File: src/sv/lfct_pkg.sv
// ----------------------------------------------------------------------------
// lfct_pkg: shared types, codes and helpers of the local frame transform.
// Holds the word types, mode and result codes, and the rounding functions.
// ----------------------------------------------------------------------------
`default_nettype none

package lfct_pkg;

    typedef logic signed [31:0] t_word;
    typedef logic signed [63:0] t_wide;
    typedef logic signed [35:0] t_rnd;

    localparam int AXIS_FRAC = 30;
    localparam t_word AXIS_ONE = 32'sh4000_0000;

    localparam logic [1:0] MODE_ORG = 2'd0;
    localparam logic [1:0] MODE_SEC = 2'd1;
    localparam logic [1:0] MODE_REF = 2'd2;
    localparam logic [1:0] MODE_XF  = 2'd3;

    localparam logic KIND_AXIS  = 1'b0;
    localparam logic KIND_LOCAL = 1'b1;
    localparam logic ST_OK      = 1'b0;
    localparam logic ST_DEGEN   = 1'b1;

    localparam int SQRT_STEPS = 32;
    localparam int DIV_STEPS  = 31;

    // Round to nearest at the axis fraction, ties away from zero.
    function automatic t_rnd rnd30(input t_wide v);
        logic [63:0] m;
        logic [63:0] r;
        m = v[63] ? 64'(-v) : 64'(v);
        r = (m + (64'd1 << (AXIS_FRAC - 1))) >> AXIS_FRAC;
        return v[63] ? -$signed(r[35:0]) : $signed(r[35:0]);
    endfunction

    function automatic t_word sat32(input t_rnd v);
        if (v > 36'sh0_7FFF_FFFF) return 32'sh7FFF_FFFF;
        if (v < -36'sh0_8000_0000) return 32'sh8000_0000;
        return v[31:0];
    endfunction

    function automatic t_word clamp_axis(input t_rnd v);
        if (v > 36'(AXIS_ONE)) return AXIS_ONE;
        if (v < -36'(AXIS_ONE)) return -AXIS_ONE;
        return v[31:0];
    endfunction

    function automatic logic [62:0] mag63(input t_wide v);
        t_wide t;
        t = v[63] ? -v : v;
        return t[62:0];
    endfunction

    // Cross product operand order: u1v2, u2v1, u2v0, u0v2, u0v1, u1v0.
    function automatic logic [1:0] xa(input logic [2:0] k);
        case (k)
            3'd0: return 2'd1;
            3'd1: return 2'd2;
            3'd2: return 2'd2;
            3'd5: return 2'd1;
            default: return 2'd0;
        endcase
    endfunction

    function automatic logic [1:0] xb(input logic [2:0] k);
        case (k)
            3'd0: return 2'd2;
            3'd1: return 2'd1;
            3'd3: return 2'd2;
            3'd4: return 2'd1;
            default: return 2'd0;
        endcase
    endfunction

endpackage

`default_nettype wire

File: src/sv/lfct_mul.sv
// ----------------------------------------------------------------------------
// lfct_mul: shared signed multiplier
// One 32 by 32 signed product per cycle, registered.
// ----------------------------------------------------------------------------
`default_nettype none

module lfct_mul import lfct_pkg::*; (
    input  wire logic  i_clk,
    input  wire t_word i_a,
    input  wire t_word i_b,
    output t_wide      o_p
);

    t_wide w_p;
    t_wide r_p;

    assign w_p = i_a * i_b;

    always_ff @(posedge i_clk) begin
        r_p <= w_p;
    end

    assign o_p = r_p;

endmodule

`default_nettype wire

File: config.mk
export PLATFORM = sky130hd
export DESIGN_NAME = lfct_mul
export DESIGN_NICKNAME = d
export VERILOG_FILES = /design/src/sv/lfct_pkg.sv /design/src/sv/lfct_mul.sv
export SDC_FILE = /design/constraint.sdc
export NUM_CORES = 2
export LEC_CHECK = 0
export ABC_AREA = 1
export BUFFER_PORTS_ARGS = -buffer_cell sky130_fd_sc_hd__buf_4
export CORE_MARGIN = 4
export CORE_UTILIZATION = 50
export DETAILED_ROUTE_END_ITERATION = 12
export GPL_TIMING_DRIVEN = 0
export PLACE_DENSITY = 0.66
export SYNTH_ARGS = -nofsm -noshare
export SYNTH_HDL_FRONTEND = slang
export SYNTH_SLANG_ARGS = --single-unit
File: constraint.sdc
create_clock -name i_clk -period 14.7 [get_ports i_clk]
set_clock_uncertainty 0.05 [all_clocks]
set_input_delay 3.675 -clock i_clk [delete_from_list [all_inputs] [get_ports i_clk]]
set_output_delay 3.675 -clock i_clk [all_outputs]
set_load 0.05 [all_outputs]
==> flow_summary_export.csv <==
group,metric,value,unit
final_layout,largest_register_ffs,64,
critical_path,critPathMaxFanout,11,
sta,rsz0062_at_grt,"no",
routing,dr_total_vias,32080,
clock_tree,cts_buffer_depth,2,
final_layout,drive_above_1_share,3.526,%
critical_path,cp-end-kind,"register",
clock_tree,root_buffer,"clkbuf_16",
floorplan,die_h,290.3,µm
clock_tree,clk_pin_slew,0.06,ns
grt,grt_pass1_wl,215200,µm
final_layout,stdcell_area,42470,µm²
place,port_buffers,128,
synthesis,syn_inst,5046,
synthesis,yosys.cell_types.count,32,
synthesis,synth_top_area_share,54.35,%
sta,tightest_slew,1.332,ns
routing,drcViolationCount,0,
sta,whs,3.556,ns
grt,grt_max_degree,23,
critical_path,crit_buf_inv,9,
floorplan,dieArea,84290,µm²
sta,hold_violations,0,
synthesis,seq_area_frac_synth,3.215,%
status,status,"finished clean",
floorplan,fp-row-count,103,
min_path,hold_class,"in -> reg",
place,dp_hpwl,126400,µm
grt,overflow,0,
critical_path,cpPeakStageDelay,0.84,ns
floorplan,ios,129,
routing,drtPass1Iterations,6,
sta,post-route-min-period,11.81,ns
floorplan,coreArea,79000,µm²
routing,totalWireLength,141300,µm
routing,routedWlPerCell,22.63,µm
grt,antenna_found_initial,2,
critical_path,cp_common_cell,"fa_1",
synthesis,synth-seq-cells,64,
clock_tree,cts_setup_buffers,0,
sta,maxSlewHeadroom,11.22,%
critical_path,path_class,"in -> reg",
synthesis,syn_avg_cell_area,7.898,µm²
synthesis,syn_nets,6377,
synthesis,synth-warning-count,0,
sta,fmax,84.68,MHz
place,gp_congestion,1.037,
sta,period_share,80.34,%
grt,grt_usage,34.41,%
routing,viasPerCell,5.139,
routing,drt-initial-drc-count,3043,
clock_tree,ctsHtreeMaxLevel,3,
sta,setup_viol,0,
critical_path,cp_top_family,"adder cells",
flow_run,maxCapViolCount,0,
critical_path,critPathLaunchType,"input pin",
clock_tree,cts.sinks,64,
clock_tree,hold_buffers,0,
synthesis,synth.area.top_cells,"fa_1 (54%), inv_1 (16%), nand2_1 (14%), ha_1 (5.8%), dfxtp_1 (3.2%)",
critical_path,slowest_stage,"fa_1",
clock_tree,post_cts_resized,0,
floorplan,start_util,50.45,%
critical_path,worstPathRequired,14.89,ns
sta,fin_setup_tns,0,ns
clock_tree,numCtsBuffers,9,
clock_tree,cts_tree,"built",
critical_path,arrival,12.00,ns
synthesis,netlist_area,39850,µm²
synthesis,yosysTopAreaCell,"fa_1",
final_layout,fin_nets,6516,
routing,ant_nets,0,
grt,grt_pass1_vias,33710,
final_layout,fill_cells,7644,
place,dpl_cell_area,42130,µm²
final_layout,finish.utilization,53.75,%
final_layout,syn_to_final_growth,6.552,%
sta,finalMaxSlewViolations,0,
floorplan,die-width,290.3,µm
==> per-layer routing <==
metal,vias to the layer above,wire [µm],GRT usage (%)
met5,-,0,0
met4,0,7216,13.11
met3,339,14880,7.986
met2,1548,64300,54.85
met1,16140,54870,46.15
li1,14050,-,-
==> cells in the mapped netlist <==
library cell	count
ha_1	184
o21ai_1	2
nor2_2	11
xor2_1	30
nand2_1	1444
a21boi_0	1
or2_1	1
and2_0	1
nor4_2	1
a21oi_1	67
nor2_4	2
a21o_1	2
nand4_1	20
nand2b_1	1
o21ai_0	20
fa_1	1082
nor3_4	1
o21a_1	2
clkbuf_1	192
and2_1	1
a21oi_2	1
nand3_2	7
nor4_1	4
nor2_1	139
or2_2	8
xnor2_1	6
nor3_1	7
nand2_2	8
nand3_1	69
o21bai_1	9
dfxtp_1	64
inv_1	1659
==> worst paths after layout <==
check | from | end | slack (ns) | cells past startpoint
hold / removal | i_b[0] | o_p[0]$_DFF_P_ | 3.56 | 3
setup / recovery | i_a[31] | o_p[57]$_DFF_P_ | 2.89 | 29
==> area by class of cell <==
class / count / area (µm²) / area share (%)
multi-input combinational: 3131 / 31630 / 74.47
clock buffer: 9 / 225.2 / 0.5303
timing repair buffer: 128 / 960.9 / 2.263
antenna: 3 / 7.507 / 0.01768
tap: 1050 / 1314 / 3.094
sequential: 64 / 1281 / 3.017
buffer: 192 / 720.7 / 1.697
inverter: 1659 / 6227 / 14.66
clock inverter: 7 / 103.9 / 0.2446
==> kinds of logic (layout without fill, tap and decap cells) <==
logic type / Yosys count / count (layout) / share of synthesized area (%)
other cells: 0 / 3 / 0
xor+xnor: 36 / 36 / 0.7911
buf+inv: 1851 / 1995 / 17.43
compound gates: 104 / 104 / 1.403
flops: 64 / 64 / 3.215
fa+ha+maj: 1266 / 1266 / 60.13
simple gates: 1725 / 1725 / 17.03
==> through the flow <==
| stage | setup slack (ns) | cells |
|---|---|---|
| 2_1_floorplan | 4.273 | 5046 |
| 3_3_place_gp | 2.661 | 6224 |
| 3_5_place_dp | 2.581 | 6224 |
| 4_1_cts | 2.913 | 6240 |
| 5_1_grt | 2.368 | 6240 |
| 6_report | 2.890 | 6243 |
==> layout by cell type (no fill, tap or decap), types with 2 or more instances in the layout <==
cell	netlist	layout
bufinv_16	0	2
xnor2_1	6	6
nor3_1	7	7
or2_2	8	8
nand4_1	20	20
nand2_2	8	8
o21a_1	2	2
a21oi_1	67	67
nand2_1	1444	1444
o21ai_0	20	20
dfxtp_1	64	64
nor2_1	139	139
a21o_1	2	2
nor2_4	2	2
clkinvlp_4	0	2
inv_1	1659	1659
fa_1	1082	1082
clkbuf_1	192	192
nand3_2	7	7
o21bai_1	9	9
nor4_1	4	4
diode_2	0	3
xor2_1	30	30
nor2_2	11	11
nand3_1	69	69
buf_4	0	128
o21ai_1	2	2
ha_1	184	184
clkbuf_16	0	9
Power is not shown: default switching activity piles up to over one toggle a cycle in this logic, so the estimate is an artifact.
