### config.mk
export PLATFORM = sky130hd
export DESIGN_NAME = lfct_div
export DESIGN_NICKNAME = d
export VERILOG_FILES = /design/src/sv/lfct_pkg.sv /design/src/sv/lfct_div.sv
export SDC_FILE = /design/constraint.sdc
export NUM_CORES = 1
export LEC_CHECK = 0
export ABC_AREA = 1
export BUFFER_PORTS_ARGS = -buffer_cell sky130_fd_sc_hd__clkbuf_2
export CORE_UTILIZATION = 59
export CTS_BUF_LIST = sky130_fd_sc_hd__clkbuf_4 sky130_fd_sc_hd__clkbuf_8
export DETAILED_ROUTE_END_ITERATION = 12
export PLACE_DENSITY = 0.84
export RECOVER_POWER = 100
export SLEW_MARGIN = 10
export SYNTH_ARGS = -nofsm -noshare
export SYNTH_HDL_FRONTEND = slang
export SYNTH_SLANG_ARGS = --single-unit
### constraint.sdc
create_clock -name i_clk -period 3.2 [get_ports i_clk]
set_clock_uncertainty 0.1 [all_clocks]
set_input_delay 0.48 -clock i_clk [delete_from_list [all_inputs] [get_ports i_clk]]
set_output_delay 0.48 -clock i_clk [all_outputs]
set_load 0.005 [all_outputs]
### src/sv/lfct_pkg.sv
// ----------------------------------------------------------------------------
// lfct_pkg: shared types, codes and helpers of the local frame transform.
// Holds the word types, mode and result codes, and the rounding functions.
// ----------------------------------------------------------------------------
`default_nettype none

package lfct_pkg;

    typedef logic signed [31:0] t_word;
    typedef logic signed [63:0] t_wide;
    typedef logic signed [35:0] t_rnd;

    localparam int AXIS_FRAC = 30;
    localparam t_word AXIS_ONE = 32'sh4000_0000;

    localparam logic [1:0] MODE_ORG = 2'd0;
    localparam logic [1:0] MODE_SEC = 2'd1;
    localparam logic [1:0] MODE_REF = 2'd2;
    localparam logic [1:0] MODE_XF  = 2'd3;

    localparam logic KIND_AXIS  = 1'b0;
    localparam logic KIND_LOCAL = 1'b1;
    localparam logic ST_OK      = 1'b0;
    localparam logic ST_DEGEN   = 1'b1;

    localparam int SQRT_STEPS = 32;
    localparam int DIV_STEPS  = 31;

    // Round to nearest at the axis fraction, ties away from zero.
    function automatic t_rnd rnd30(input t_wide v);
        logic [63:0] m;
        logic [63:0] r;
        m = v[63] ? 64'(-v) : 64'(v);
        r = (m + (64'd1 << (AXIS_FRAC - 1))) >> AXIS_FRAC;
        return v[63] ? -$signed(r[35:0]) : $signed(r[35:0]);
    endfunction

    function automatic t_word sat32(input t_rnd v);
        if (v > 36'sh0_7FFF_FFFF) return 32'sh7FFF_FFFF;
        if (v < -36'sh0_8000_0000) return 32'sh8000_0000;
        return v[31:0];
    endfunction

    function automatic t_word clamp_axis(input t_rnd v);
        if (v > 36'(AXIS_ONE)) return AXIS_ONE;
        if (v < -36'(AXIS_ONE)) return -AXIS_ONE;
        return v[31:0];
    endfunction

    function automatic logic [62:0] mag63(input t_wide v);
        t_wide t;
        t = v[63] ? -v : v;
        return t[62:0];
    endfunction

    // Cross product operand order: u1v2, u2v1, u2v0, u0v2, u0v1, u1v0.
    function automatic logic [1:0] xa(input logic [2:0] k);
        case (k)
            3'd0: return 2'd1;
            3'd1: return 2'd2;
            3'd2: return 2'd2;
            3'd5: return 2'd1;
            default: return 2'd0;
        endcase
    endfunction

    function automatic logic [1:0] xb(input logic [2:0] k);
        case (k)
            3'd0: return 2'd2;
            3'd1: return 2'd1;
            3'd3: return 2'd2;
            3'd4: return 2'd1;
            default: return 2'd0;
        endcase
    endfunction

endpackage

`default_nettype wire

### src/sv/lfct_div.sv
// ----------------------------------------------------------------------------
// lfct_div: iterative restoring divider
// Produces a 31-bit quotient, one bit per cycle; the high dividend part
// must already be below the divisor.
// ----------------------------------------------------------------------------
`default_nettype none

module lfct_div import lfct_pkg::*; (
    input  wire logic        i_clk,
    input  wire logic        i_rst_n,
    input  wire logic        i_start,
    input  wire logic [30:0] i_hi,
    input  wire logic [30:0] i_lo,
    input  wire logic [30:0] i_den,
    output logic             o_done,
    output logic [30:0]      o_quo
);

    logic [30:0] r_rem;
    logic [30:0] r_lo;
    logic [30:0] r_den;
    logic [30:0] r_q;
    logic [4:0]  r_cnt;
    logic        r_busy;
    logic        r_done;
    logic [31:0] w_t;
    logic        w_ge;

    assign w_t  = {r_rem, r_lo[30]};
    assign w_ge = w_t >= {1'b0, r_den};

    always_ff @(posedge i_clk) begin
        if (!i_rst_n) begin
            r_busy <= 1'b0;
            r_done <= 1'b0;
        end else begin
            r_done <= 1'b0;
            if (i_start) begin
                r_rem  <= i_hi;
                r_lo   <= i_lo;
                r_den  <= i_den;
                r_cnt  <= '0;
                r_busy <= 1'b1;
            end else if (r_busy) begin
                r_rem <= w_ge ? 31'(w_t - {1'b0, r_den}) : w_t[30:0];
                r_lo  <= r_lo << 1;
                r_q   <= {r_q[29:0], w_ge};
                r_cnt <= r_cnt + 5'd1;
                if (r_cnt == 5'(DIV_STEPS - 1)) begin
                    r_busy <= 1'b0;
                    r_done <= 1'b1;
                end
            end
        end
    end

    assign o_done = r_done;
    assign o_quo  = r_q;

endmodule

`default_nettype wire

==> reports/results.tsv <==
metric	value	unit
status	finished with violations	
violated checks	capacitance limit, slew limit	
setup bufs post-CTS	0	
Hold Crit Class	input port to flip-flop	
Crit Path Class	flip-flop to flip-flop	
vias per inst	5.037	
post-synthesis sequential area ratio	0.4938	
most common cell in the netlist	nand2_1	
Syn Inst Count	993	
max-slew violation count	111	
# diodes	0	
number of fill cells	1095	
Worst Path Required	3.42	ns
CTS tree	done	
Final #Nets	1256	
cts bufs inserted	17	
chip width	117.9	um
register bit total from synthesis	131	
setup ws final	0.3259	ns
port bufs	127	
Final ANT Viol Nets	0	
CP startpoint kind	flip-flop	
Pre-antenna DRT Iters	5	
crit share post-route	0.8981	
post_cts resized	0	
Fmax achieved	347.9	MHz
critical path startpoint	r_rem[21]	
setup violators final	0	
largest area contributor in the synthesized netlist	edfxtp_1	
GP Congestion	0.9585	
yosys warns	0	
Synth-to-Final Area Change	14.60	%
CP max stage cell	nor2_8	
P_leak	4.684	nW
hold_buf cts	0	
Sink Count	131	
critical-path maximum fanout	32	
Fin Setup TNS	0	ns
initial antenna violation count	0	
Worst EP arrival	3.09	ns
maximum number of pins on one net before global-route repair	49	
Clock Path Buffers	2	
Max Cap Viol	3	
Syn Area/Cell	7.981	um2
IO Count	128	
Flop pwr share	0.441	
EDFF count, synth	129	
syn_nets	1123	
Post-synth ARST share	0	
PD cells	529.1	nW/um2
CP cell instances	ha_1 -> nand2_1 -> inv_2 -> nand2_1 -> nand2_1 -> a21oi_1 -> nor2_1 -> nor2_8 -> nand2_4 -> nand2_1 -> nand3_1 -> nand2_1	
crit-path max cell delay	0.45	ns
most frequent CP cell	nand2_1	
RR Startpoint	r_rem[21]	
Mapped Area	7925	um2
Starting Density	0.6155	
slew of the pin with the lowest slew margin	2.180	ns
Post-route DRC	0	
clock transition at the registers of the reported paths	0.08	ns
peak supply drop	0.0004356	V
Post-synth top flop	edfxtp_1	
clock root cell	clkbuf_8	
post-synthesis cell type count	35	
die area	13900	um2
CP Buf/Inv Count	1	
Crit path max-delay family	simple AND/OR/NAND/NOR gates	
clock latency on the worst-skew pair	0.46	ns
htree depth	4	
Via Count	6603	
routed wire length	18150	um
Clk pwr share	0.289	
layout cells sized above 1	0.1607	
Sw Pwr	1.566	mW
Routed WL per cell	13.85	um
top post-synthesis cells by area	edfxtp_1, nand2_1, inv_1	
vias in the first global route	6473	
relative slew slack	-0.4533	
switch share	0.3258	
Die Height	117.9	um
combinational group share of total power	0.270	
core area	12880	um2
Critical Path End Type	flip-flop	
dpl hpwl	13780	um
internal power	3.240	mW
Crit path depth	12	
min-delay src	i_den[3]	
worst reg2reg path depth	12	
first-pass GRT wire length	30460	um
Hold Path Stages	1	
commonest cells in the netlist	nand2_1, inv_1, edfxtp_1	
Hold Violations, Final	0	
area share of the largest cell type after synthesis	0.4888	
RSZ-0062 raised after global routing	false	
post-layout min period	2.874	ns
num rows	41	
pre-CTS setup slack	0.4363	ns
first-iteration detailed-routing DRC count	526	
All-Layer GR Usage	0.2813	
grt ovf	0	
## state kept, by name, indices dropped and copies added, names as in the netlist
| signal | count |
|---|---|
| r_busy | 1 |
| o_quo | 31 |
| r_rem | 31 |
| r_lo | 31 |
| r_den | 31 |
| o_done | 1 |
| r_cnt | 5 |
## power groups by stage
stage / Sequential [mW] / Clock (mW) / Combinational [mW]
after detailed placement: 2.15 / 0 / 1.28
after global placement: 2.15 / 0 / 1.26
final: 2.12 / 1.39 / 1.30
after floorplan: 2.14 / 0 / 0.971
after CTS: 2.11 / 1.42 / 1.29
after global routing: 2.13 / 1.48 / 1.47
## area by class of cell
class                   count  area (um2)  share of cell area
well taps                 172       215.2             0.02369
repair buffers            137       678.2             0.07467
inverters                 171       641.9             0.07067
multi-input cells         668        3239              0.3567
clock inverters            14       152.6             0.01681
flip-flops and latches    131        3914              0.4309
clock buffers              18       241.5             0.02659
## worst reg2reg max path: stages (launching register included)
cell and delay [ns]:
edfxtp_1 0.39, ha_1 0.39, nand2_1 0.17, inv_2 0.04, nand2_1 0.06, nand2_1 0.07
a21oi_1 0.21, nor2_1 0.14, nor2_8 0.45, nand2_4 0.36, nand2_1 0.23, nand3_1 0.09
nand2_1 0.06
## final timing paths
check | endpoint | slack, ns
worst max-delay path | r_rem[21] | 0.33
worst min-delay path | r_den[3] | 0.09
worst max register to register | r_rem[21] | 0.33
worst min register to register | o_quo[2] | 0.35
## metrics by stage
step	total power, mW	area [um2]	cells	hold WS, ns	utilization
after global placement	3.401	8735	1279	0.3272	0.6784
after global routing	5.080	9082	1311	0.06749	0.7054
final	4.805	9082	1311	0.09145	0.7054
after detailed placement	3.435	8735	1279	0.3327	0.6784
after CTS	4.826	9129	1311	0.06475	0.7090
after floorplan	3.112	7925	993	0.3511	-
## cells by family after synthesis
logic type	synth area share
AO/OA/AOI/OAI	0.01531
XOR/XNOR	0.01879
adder cells (fa/ha/maj)	0.05463
buffers and inverters	0.09631
flip-flops	0.4938
AND/OR/NAND/NOR	0.3211
## placed cells by master, fill, tap and decap left out, types with 2 or more instances in the layout
cell	synthesis	layout
clkinv_2	0	2
a21oi_2	3	2
inv_1	160	161
edfxtp_1	129	129
and2_1	4	4
ha_1	33	33
nand2_4	2	2
xnor2_1	14	14
clkbuf_1	12	12
nand3b_1	26	26
nor3_1	3	3
inv_6	0	4
inv_2	10	9
clkinvlp_4	0	2
nor2_4	4	3
xor2_1	3	3
nand4_1	8	8
nand3_1	67	67
nor2_2	2	3
nor2_1	44	44
clkinv_1	1	2
buf_4	2	3
nand2_2	6	6
a21oi_1	13	14
clkinv_4	0	2
clkbuf_2	0	122
o21ai_0	2	2
dfxtp_1	2	2
clkbuf_8	0	17
nand2_1	426	426
bufinv_16	0	2
## layer usage
metal / track usage / part of all wire
met2: 0.4555 / 0.46
met1: 0.3667 / 0.45
met4: 0.09936 / 0.016
met3: 0.07025 / 0.076
met5: 0 / 0
(Power assumes the default switching activity.)
