## src/sv/lfct_pkg.sv

```systemverilog
// ----------------------------------------------------------------------------
// lfct_pkg: shared types, codes and helpers of the local frame transform.
// Holds the word types, mode and result codes, and the rounding functions.
// ----------------------------------------------------------------------------
`default_nettype none

package lfct_pkg;

    typedef logic signed [31:0] t_word;
    typedef logic signed [63:0] t_wide;
    typedef logic signed [35:0] t_rnd;

    localparam int AXIS_FRAC = 30;
    localparam t_word AXIS_ONE = 32'sh4000_0000;

    localparam logic [1:0] MODE_ORG = 2'd0;
    localparam logic [1:0] MODE_SEC = 2'd1;
    localparam logic [1:0] MODE_REF = 2'd2;
    localparam logic [1:0] MODE_XF  = 2'd3;

    localparam logic KIND_AXIS  = 1'b0;
    localparam logic KIND_LOCAL = 1'b1;
    localparam logic ST_OK      = 1'b0;
    localparam logic ST_DEGEN   = 1'b1;

    localparam int SQRT_STEPS = 32;
    localparam int DIV_STEPS  = 31;

    // Round to nearest at the axis fraction, ties away from zero.
    function automatic t_rnd rnd30(input t_wide v);
        logic [63:0] m;
        logic [63:0] r;
        m = v[63] ? 64'(-v) : 64'(v);
        r = (m + (64'd1 << (AXIS_FRAC - 1))) >> AXIS_FRAC;
        return v[63] ? -$signed(r[35:0]) : $signed(r[35:0]);
    endfunction

    function automatic t_word sat32(input t_rnd v);
        if (v > 36'sh0_7FFF_FFFF) return 32'sh7FFF_FFFF;
        if (v < -36'sh0_8000_0000) return 32'sh8000_0000;
        return v[31:0];
    endfunction

    function automatic t_word clamp_axis(input t_rnd v);
        if (v > 36'(AXIS_ONE)) return AXIS_ONE;
        if (v < -36'(AXIS_ONE)) return -AXIS_ONE;
        return v[31:0];
    endfunction

    function automatic logic [62:0] mag63(input t_wide v);
        t_wide t;
        t = v[63] ? -v : v;
        return t[62:0];
    endfunction

    // Cross product operand order: u1v2, u2v1, u2v0, u0v2, u0v1, u1v0.
    function automatic logic [1:0] xa(input logic [2:0] k);
        case (k)
            3'd0: return 2'd1;
            3'd1: return 2'd2;
            3'd2: return 2'd2;
            3'd5: return 2'd1;
            default: return 2'd0;
        endcase
    endfunction

    function automatic logic [1:0] xb(input logic [2:0] k);
        case (k)
            3'd0: return 2'd2;
            3'd1: return 2'd1;
            3'd3: return 2'd2;
            3'd4: return 2'd1;
            default: return 2'd0;
        endcase
    endfunction

endpackage

`default_nettype wire

```

## src/sv/lfct_sqrt.sv

```systemverilog
// ----------------------------------------------------------------------------
// lfct_sqrt: iterative integer square root
// Bitwise floor square root of a 64-bit value, one step per cycle.
// ----------------------------------------------------------------------------
`default_nettype none

module lfct_sqrt import lfct_pkg::*; (
    input  wire logic        i_clk,
    input  wire logic        i_rst_n,
    input  wire logic        i_start,
    input  wire logic [63:0] i_x,
    output logic             o_done,
    output logic [30:0]      o_root
);

    logic [63:0] r_x;
    logic [63:0] r_res;
    logic [63:0] r_bit;
    logic [4:0]  r_cnt;
    logic        r_busy;
    logic        r_done;
    logic [63:0] w_t;

    assign w_t = r_res + r_bit;

    always_ff @(posedge i_clk) begin
        if (!i_rst_n) begin
            r_busy <= 1'b0;
            r_done <= 1'b0;
        end else begin
            r_done <= 1'b0;
            if (i_start) begin
                r_x    <= i_x;
                r_res  <= '0;
                r_bit  <= 64'd1 << 62;
                r_cnt  <= '0;
                r_busy <= 1'b1;
            end else if (r_busy) begin
                if (r_x >= w_t) begin
                    r_x   <= r_x - w_t;
                    r_res <= (r_res >> 1) + r_bit;
                end else begin
                    r_res <= r_res >> 1;
                end
                r_bit <= r_bit >> 2;
                r_cnt <= r_cnt + 5'd1;
                if (r_cnt == 5'(SQRT_STEPS - 1)) begin
                    r_busy <= 1'b0;
                    r_done <= 1'b1;
                end
            end
        end
    end

    assign o_done = r_done;
    assign o_root = r_res[30:0];

endmodule

`default_nettype wire

```

## config.mk

```make
export PLATFORM = sky130hd
export DESIGN_NAME = lfct_sqrt
export DESIGN_NICKNAME = d
export VERILOG_FILES = /design/src/sv/lfct_pkg.sv /design/src/sv/lfct_sqrt.sv
export SDC_FILE = /design/constraint.sdc
export NUM_CORES = 1
export LEC_CHECK = 0
export ABC_CLOCK_PERIOD_IN_PS = 9400
export BUFFER_PORTS_ARGS = -buffer_cell sky130_fd_sc_hd__buf_2
export CORE_MARGIN = 2
export CORE_UTILIZATION = 55
export CTS_CLUSTER_SIZE = 20
export DETAILED_ROUTE_END_ITERATION = 8
export PLACE_DENSITY = 0.84
export SYNTH_ARGS = -nofsm -noshare
export SYNTH_HDL_FRONTEND = slang
export SYNTH_SLANG_ARGS = --single-unit
```

## constraint.sdc

```tcl
create_clock -name i_clk -period 9.4 [get_ports i_clk]
set_input_delay 0.47 -clock i_clk [delete_from_list [all_inputs] [get_ports i_clk]]
set_output_delay 0.47 -clock i_clk [all_outputs]
set_load 0.02 [all_outputs]
```

==> key figures <==
Outcome
  – Status: finished, final reports clean

Cells and area
  – Footprint of the multi-input gates: 10130 um^2
  – Antenna diodes: 0
  – Final Cell Area: ~17000 um^2
  – Filler cell count: approximately 2.5k
  – Register area: 4995 um^2
  – Share of layout cells above drive strength 1: 8.851%
  – Area delta synth->final: 6.644%
  – Nets@finish: between 2k and 2.5k

Power
  – Leakage power: 6.333 nW
  – Max VDD drop: 0.1454 mV
  – Pwr per Cell Area: 206.7 nW/um^2

Clocking
  – Worst-Skew Late Latency: roughly 0.45 ns
  – CTS clk-pin slew, worst paths: 0.07 ns
  – Clock net sink count: 167
  – Hold-fix buffers at CTS: 0
  – Postcts setup bufs: 0
  – Max Buffers Root-to-Sink: 2
  – CTS tree: done
  – H-tree depth: 4
  – Num CTS Buffers: 17
  – Post_cts resized: 0
  – Root buf cell: clkbuf_16

Synthesis
  – Yosys cell types: 78
  – Top-area cell type share of the netlist area: 31.40%
  – Async S/R FF share, synth: 0%
  – Most common cell in the netlist: nand2_1
  – Top FF cell, synth: edfxtp_1
  – Netlist Area Pre-Place: 15780 um^2
  – EDFF count, synth: 165
  – Top cell type by total area after synthesis: edfxtp_1
  – Mapped Nets: between 2k and 2.5k
  – Synth top area cells: edfxtp_1, ha_1, nand2_1, xnor2_1, xor2_1
  – Mean Syn Cell Area: between 8 and 9 um^2
  – Commonest cells post-synth: nand2_1, nor2_1, edfxtp_1, a21oi_1, ha_1
  – Flops & latches, synth: 167
  – Number of synthesis warnings: 0
  – Seq/Total Area, Yosys: 31.65%
  – Syn Inst Count: approximately 1.9k

Setup path
  – CP bufs+invs: 1
  – Reg2Reg Capture Point: r_res[39]
  – Data arrival, critical path: 6.76 ns
  – WP depth: 21
  – Slowest stage delay, CP: 0.72 ns
  – Crit path cell chain: ha_1 > nand4_1 > nor4_1 > nor2_1 > o21ai_1 > a31oi_1 > o31ai_1 > a31oi_1 > o21bai_1 > xnor2_1 > ha_1 > a21o_1 > a21o_1 > a21oi_1 > o2111ai_1 > nand4_1 > nand3_2 > buf_4 > o21ai_1 > xor2_1 > nor2_1
  – Crit path required time: 9.57 ns
  – Max FO, Critical Path: 41
  – Slowest stage cell, crit path: nand3_2
  – R2R setup slack: 2.81 ns
  – Crit Path Category: flop to flop
  – Reg-to-Reg Start: r_res[12]
  – Crit. End Element: flop
  – CP delay by family, top: compound AO/OA/AOI/OAI gates
  – FF-to-FF path depth: 21
  – Startpoint types: flop
  – Worst Setup SP: r_res[12]

Placed design
  – Placer congestion estimate: around 0.93
  – Placed inst area: ~16000 um^2
  – Port-buffer cells: slightly below 100
  – Dpl hpwl: 32670 um

Floorplan
  – Starting Density: 55.43%
  – Die height: roughly 170 um
  – Die area: 30060 um^2
  – Core area: 28470 um^2
  – FP Rows: 62
  – Total I/O pin count: a little under 100
  – Die W: 173.4 um

Detailed routing
  – Post-Route WL: around 43000 um
  – Antenna-violating nets left: 0
  – DRT iter0 DRCs: 1661
  – Wire per inst: 19.04 um
  – Via count: 14.55k
  – Drt drc: 0
  – Pre-antenna DRT Iters: 5
  – Post-DR vias/cell: between 6 and 7

STA
  – Max Clk Rate: 0.1517 GHz
  – RSZ-0062 raised after global routing: no
  – Min Tclk post-route: between 6 and 7 ns
  – Setup_tns: 0 ns
  – Worst-Margin Slew: 0.9520 ns
  – Fin. Hold Viols: 0
  – Final period utilization: 70.13%
  – Final setup viols: 0
  – Setup Skew: 0.01546 ns
  – Slew Viols, Final: 0
  – Slew Limit Headroom: a little over a third

Hold path
  – Hold path cells: 2
  – Hold Startpoint: i_rst_n
  – Hold Path End: o_done
  – Min-delay worst type: input pin to flop

Global route
  – Largest net degree at the start of global routing: 91
  – Final global-route overflow total: 0
  – Vias in the first global route: 13.27k
  – Initial antenna violation count: 1
  – GRT Overall Usage: 28.15%
  – Global-route wire length before repair: 68970 um

Run
  – Max Cap Viol: 0
## sequential cells by signal (all words and copies together) (netlist names)
signal,flops
r_cnt,5
r_busy,1
r_res,64
r_x,64
o_done,1
r_bit,32
## cell families (layout without fill, tap and decap cells)
| family | Yosys count | in the layout | synth area share (%) |
|---|---|---|---|
| AND/OR/NAND/NOR | 665 | 665 | 19.93 |
| multiplexers | 5 | 5 | 0.3409 |
| XOR/XNOR | 168 | 168 | 9.324 |
| buffers and inverters | 146 | 172 | 4.281 |
| flip-flops | 167 | 167 | 31.65 |
| AO/OA/AOI/OAI | 588 | 588 | 23.88 |
| adder cells (fa/ha/maj) | 133 | 133 | 10.59 |
## per-stage QoR
| stage | setup slack, ns | util (%) | hold WS [ns] | power, mW | cells |
|---|---|---|---|---|---|
| 2_1_floorplan | 1.442 | - | 0.4470 | 2.365 | 1872 |
| 3_3_place_gp | 3.095 | 57.20 | 0.4527 | 2.726 | 2250 |
| 3_5_place_dp | 2.916 | 57.20 | 0.4729 | 2.756 | 2250 |
| 4_1_cts | 2.879 | 59.11 | 0.2671 | 3.442 | 2282 |
| 5_1_grt | 2.418 | 59.11 | 0.2704 | 3.696 | 2282 |
| 6_report | 2.808 | 59.11 | 0.2681 | 3.479 | 2282 |
## report_power, final
group          leakage (nW)  internal [mW]  switching (mW)
logic                  4.46          0.655            1.08
clock network         0.267          0.344           0.341
registers              1.61          0.961           0.102
## worst max path at each step
stage	endpoint	slack (ns)
finish	r_res[39]	2.81
global route	r_res[39]	2.42
CTS	r_res[31]	2.88
detailed placement	r_res[31]	2.92
global placement	r_res[35]	3.09
floorplan	r_x[0]	1.44
## worst reg2reg max path: stages, from the launching register on
cell       delay (ns)
edfxtp_1         0.52
ha_1             0.42
nand4_1          0.20
nor4_1           0.59
nor2_1           0.11
o21ai_1          0.35
a31oi_1          0.21
o31ai_1          0.42
a31oi_1          0.19
o21bai_1         0.18
xnor2_1          0.18
ha_1             0.35
a21o_1           0.21
a21o_1           0.17
a21oi_1          0.26
o2111ai_1        0.17
nand4_1          0.15
nand3_2          0.72
buf_4            0.57
o21ai_1          0.14
xor2_1           0.16
nor2_1           0.05
## cells in the final DEF, fill, tap and decap left out, types with 27 or more instances in the layout
cell      count
nand2_1     213
nand4_1      52
nor2_1      176
ha_1        132
xor2_1       79
a211oi_1     27
a31oi_1      65
nand3_1      42
inv_1        33
o21ai_1      43
a21o_1       46
edfxtp_1    165
buf_2        97
o21ai_0     105
nor2b_1      53
xnor2_1      89
a21oi_1     134
o21bai_1     29
## layout make-up
cell class	count	area share, %
clock buffers	17	2.528
clock inverters	15	0.7137
inverters	35	0.7880
multi-input cells	1559	60.17
flip-flops and latches	167	29.68
well taps	384	2.855
repair buffers	105	3.264
## metal layers
metal | up-vias | global-route usage (%) | share of wire [%]
li1 | 6979 | - | -
met1 | 6803 | 42.56 | 46
met2 | 706 | 41.60 | 42
met3 | 63 | 3.904 | 9.1
met4 | 0 | 8.616 | 2.4
met5 | - | 0 | 0
No activity file was read; power rests on OpenSTA's default activity.
